[src/sv/bba_pkg.sv]
`timescale 1ns / 1ps
// ----------------------------------------------------------------------------
// bba_pkg
// Types, codes and defaults shared by the buddy block allocator.
// ----------------------------------------------------------------------------
package bba_pkg;

    localparam int TREE_LEVELS_DEF    = 10;
    localparam int MIN_BLOCK_LOG2_DEF = 5;
    localparam logic [4:0] HEADER_RESET = 5'd24;

    typedef enum logic [1:0] {
        NODE_ABSENT = 2'd0,
        NODE_FREE   = 2'd1,
        NODE_ALLOC  = 2'd2,
        NODE_SPLIT  = 2'd3
    } node_code_t;

    localparam logic FUNC_ALLOC = 1'b0;
    localparam logic FUNC_FREE  = 1'b1;

    localparam logic [1:0] ST_OK       = 2'd0;
    localparam logic [1:0] ST_NO_FIT   = 2'd1;
    localparam logic [1:0] ST_BAD_FREE = 2'd2;

    typedef struct packed {
        logic        func;
        logic [15:0] alloc_size;
        logic [14:0] free_address;
    } req_t;

    typedef struct packed {
        logic [14:0] address;
        logic [1:0]  status;
    } rsp_t;

endpackage

[src/sv/bba_node_ram.sv]
`timescale 1ns / 1ps
// ----------------------------------------------------------------------------
// bba_node_ram
// Node state memory: one write port, one registered read port.
// ----------------------------------------------------------------------------
module bba_node_ram
    import bba_pkg::*;
#(
    parameter int AW = 11
) (
    input  logic          clk,
    input  logic          wr_en,
    input  logic [AW-1:0] wr_addr,
    input  node_code_t    wr_data,
    input  logic [AW-1:0] rd_addr,
    output node_code_t    rd_data
);

    node_code_t mem [0:(1 << AW) - 1];
    node_code_t rd_data_reg;

    always_ff @(posedge clk)
    begin
        if (wr_en)
        begin
            mem[wr_addr] <= wr_data;
        end
        rd_data_reg <= mem[rd_addr];
    end

    assign rd_data = rd_data_reg;

endmodule

[config.mk]
export PLATFORM = sky130hd
export DESIGN_NAME = bba_node_ram
export DESIGN_NICKNAME = d
export VERILOG_FILES = /design/src/sv/bba_pkg.sv /design/src/sv/bba_node_ram.sv
export SDC_FILE = /design/constraint.sdc
export NUM_CORES = 2
export LEC_CHECK = 0
export BUFFER_PORTS_ARGS = -buffer_cell sky130_fd_sc_hd__buf_2
export CORE_UTILIZATION = 27
export CTS_BUF_LIST = sky130_fd_sc_hd__clkbuf_8
export CTS_CLUSTER_SIZE = 28
export DETAILED_ROUTE_END_ITERATION = 8
export PLACE_DENSITY_LB_ADDON = 0.2
export SLEW_MARGIN = 20
export SYNTH_ARGS = -nofsm -noshare
export SYNTH_HDL_FRONTEND = slang
export SYNTH_SLANG_ARGS = --single-unit
export TNS_END_PERCENT = 1
[constraint.sdc]
create_clock -name clk -period 6.58 [get_ports clk]
set_input_delay 0 -clock clk [delete_from_list [all_inputs] [get_ports clk]]
set_output_delay 0 -clock clk [all_outputs]
set_load 0.01 [all_outputs]
==> impl_metrics.csv <==
group,metric,value,unit
outcome,outcome,"complete, no violations",
logic_synthesis,most_used_flip_flop_cell_after_synthesis,"edfxtp_1",
logic_synthesis,synth_top_cell_by_area,"edfxtp_1",
die,ports,28,
worst_hold_path,hold_path_end,"mem[1936][0]",
power_and_ir_drop,sequential_power_share,54.2,%
final_layout,area.growth.synth_to_final,13.4,%
timing,max_freq,0.214,GHz
power_and_ir_drop,pwr-share-comb,5.3,%
global_routing,largest_net_degree_at_the_start_of_global_routing,248,
clock_tree,h-tree-depth,6,
timing,final_min_period_over_clock_period,70.9,%
final_layout,final_net_count,10420,
timing,tightest_pin_transition,1.25,ns
power_and_ir_drop,power_switching,12.9,mW
clock_tree,cts_root_buf,"clkbuf_8",
clock_tree,max-clock-path-buffers,4,
die,die_area,628000,µm²
clock_tree,post_cts.resized_instances,0,
run,maxCapViolCount,0,
route,routed_wire_length_per_instance,30.5,µm
setup_path,worstSetupEndpointType,"register",
final_layout,multi_input_area,41500,µm²
timing,timing.slew.headroom,16.4,%
timing,grt_setup_unrepaired,"no",
logic_synthesis,ys_types,81,
route,met3RoutedLength,43400,µm
final_layout,number_of_flip_flops_under_the_largest_register_name,4096,
logic_synthesis,yosysWarningCount,0,
power_and_ir_drop,fraction_of_power_spent_switching_nets,24.3,%
power_and_ir_drop,leakagePower,58.6,nW
setup_path,reg2reg_setup_slack,2.21,ns
clock_tree,cts_tree,"yes",
logic_synthesis,postSynthAreaPerCell,16.6,µm²
worst_hold_path,hold_path_depth,5,
route,route.antenna.remaining_nets,0,
logic_synthesis,netlist_area,169000,µm²
clock_tree,cts.reportedPaths.clkPinSlew,0.06,ns
die,floorplan.rows,290,
global_routing,antenna_violations_before_repair,78,
global_routing,first_global_vias,100998,
route,m1WireLength,249000,µm
route,initial_drt_pass_iterations,5,
timing,timing_max_transition_violations_final,0,
final_layout,final_core_util,30.7,%
setup_path,required,7.77,ns
clock_tree,clock-sinks,4098,
final_layout,sequential_cell_area,123000,µm²
logic_synthesis,synthesis.nets,10200,
timing,hold_violations,0,
setup_path,cp_max_fo,30,
clock_tree,clk-insertion-delay-late,1.30,ns
setup_path,critPathArrivalTime,5.86,ns
final_layout,count_of_filler_cells_inserted_in_the_layout,61415,
final_layout,final_layout_size_suffix_gt1_share,17.7,%
placed_design,place.port_buffers,27,
setup_path,startpoint_type,"primary input",
logic_synthesis,synth_cells,10174,
die,initial_core_util,27.1,%
placed_design,gpl.final_weighted_congestion,0.814,
route,wirelength,589000,µm
route,met2_wirelength,278000,µm
timing,fin_skew,0.0903,ns
die,dieHeight,793,µm
route,detailedRoute.firstIterationViolations,11249,
placed_design,placement_setup_slack,1.60,ns
placed_design,detailedPlacementHpwl,341000,µm
power_and_ir_drop,power_density,277,nW/µm²
logic_synthesis,synth.cells.most_frequent,"4,096 x edfxtp_1, 2,181 x nor2_1, 798 x mux2i_1, 612 x mux4_2, 446 x clkbuf_1",
setup_path,critPathKind,"in2reg",
global_routing,grt-ovfl-total,0,
global_routing,global_route_total_usage_across_every_layer,18.2,%
die,die_w,793,µm
timing,worst_slack,1.91,ns
logic_synthesis,postSynth.asyncResetShare,0,%
worst_hold_path,worst_hold_startpoint,"wr_addr[3]",
setup_path,worst-r2r-cell-count,11,
global_routing,global_route_wire_length_before_repair,806000,µm
setup_path,worstReg2RegStart,"mem[1529][0]",
logic_synthesis,synth-seq-cells,4098,
setup_path,worst_reg2reg_endpoint,"rd_data[0]",
logic_synthesis,cell_types_with_the_largest_area_share_after_synthesis,"edfxtp_1 73%, mux4_2 8.2%, nor2_1 4.9%",
logic_synthesis,post-synth-top-area-fraction,72.9,%
power_and_ir_drop,clock_power_share,40.5,%
timing,setup_viol,0,
logic_synthesis,synthMostInstantiatedCell,"edfxtp_1",
clock_tree,numCtsBuffers,689,
worst_hold_path,hold_class,"in2reg",
logic_synthesis,synth_edf_count,4096,
route,post-route-drc-count,0,
route,highest_layer,"met5",
route,routed_via_density,5.05,
power_and_ir_drop,power_report.internal_total,40.2,mW
power_and_ir_drop,largest_voltage_drop_on_the_vdd_net,0.249,mV
timing,finalWorstPathRequiredPeriod,4.67,ns
route,vias,97408,
timing,setup_tns,0,ns
die,core,623000,µm²
logic_synthesis,register_area_share_after_synthesis,72.9,%
logic make-up (layout without fill, tap and decap cells):
| logic type | after synthesis | count (layout) | share of synthesized area [%] |
|---|---|---|---|
| mux | 1459 | 1459 | 13.5 |
| other cells | 0 | 29 | 0 |
| simple gates | 2850 | 2850 | 6.87 |
| compound gates | 910 | 910 | 3.78 |
| flops | 4098 | 4098 | 72.9 |
| buf+inv | 857 | 1628 | 3.00 |
power groups by stage:
stage                     clock [mW]  sequential, mW  combinational, mW
after detailed placement           0            29.3               2.80
after global routing            23.0            28.7               2.95
after global placement             0            29.3               2.76
after CTS                       22.0            28.8               2.84
final                           21.5            28.8               2.82
after floorplan                    0            29.3               1.43
layer usage:
metal  vias up  global-route usage, %
met2      4178                   29.7
met4        16                   5.59
li1      40389                      -
met3       914                   3.42
met1     51911                   24.6
met5         -                      0
worst max path at each step:
stage / end / start / cells past startpoint / slack [ns]
2_1_floorplan: rd_data[0] / rd_addr[1] / 11 / 4.24
3_3_place_gp: rd_data[0] / rd_addr[0] / 10 / 0.84
3_5_place_dp: rd_data[0] / rd_addr[0] / 12 / 1.60
4_1_cts: rd_data[1] / rd_addr[6] / 14 / 2.14
5_1_grt: rd_data[1] / rd_addr[6] / 14 / 1.99
6_report: rd_data[0] / rd_addr[6] / 12 / 1.91
cell type report:
cell class              count  share of cell area [%]
inverters                   4                  0.0144
well taps                8322                    5.44
clock inverters           543                    1.56
repair buffers            382                    2.00
multi-input cells        5219                    21.7
diodes                     29                  0.0379
flip-flops and latches   4098                    64.3
clock buffers             699                    5.03
critical path, stage by stage:
cell and delay [ns]:
dlygate4sd3_1 0.63, buf_2 0.70, and4b_2 0.94, o221ai_1 0.33, a21oi_1 0.84, o31ai_1 0.47
buf_4 0.28, and3_1 0.18, nand4_1 0.43, o41ai_1 0.15, or3_1 0.31, dlygate4sd3_1 0.55
per-stage QoR:
stage | cells | total power, mW | area [µm²] | hold WS [ns]
after global routing | 19283 | 54.7 | 191000 | 0.147
after CTS | 19267 | 53.6 | 191000 | 0.00256
after detailed placement | 17985 | 32.1 | 178000 | 0.534
final | 19296 | 53.1 | 191000 | 0.169
after global placement | 17973 | 32.1 | 178000 | 0.522
after floorplan | 10174 | 30.7 | 169000 | 0.0989
placed cells by master, fill, tap and decap left out, drive strengths merged, types with 7 or more instances in the layout:
cell type,Yosys,final
edfxtp,4096,4096
nor2,2181,2181
mux2i,798,798
clkbuf,464,699
mux4,639,639
buf,388,344
inv,2,265
clkinv,2,259
o221ai,254,254
nand2,230,230
o22ai,178,178
nor3,164,164
a21oi,149,149
o21ai,123,123
nand3,81,81
a211oi,63,63
nor4,61,61
dlygate4sd3,1,38
diode,0,29
a2111oi,28,28
nand4,26,26
mux2,22,22
and2,20,20
a31oi,19,19
bufinv,0,17
o31ai,15,15
nor2b,12,12
or4,11,11
or3,11,11
and3,11,11
o32ai,10,10
nor3b,10,10
a211o,9,9
a22oi,8,8
o211ai,8,8
o311ai,8,8
and3b,7,7
what timing repair did:
| item | 4_1_cts | 5_1_grt |
|---|---|---|
| hold buffers | 40 | 0 |
| buffers inserted | 0 | 0 |
| endpoints found under the hold margin | 5460 | 0 |
Power figures use the tool's default switching activity.
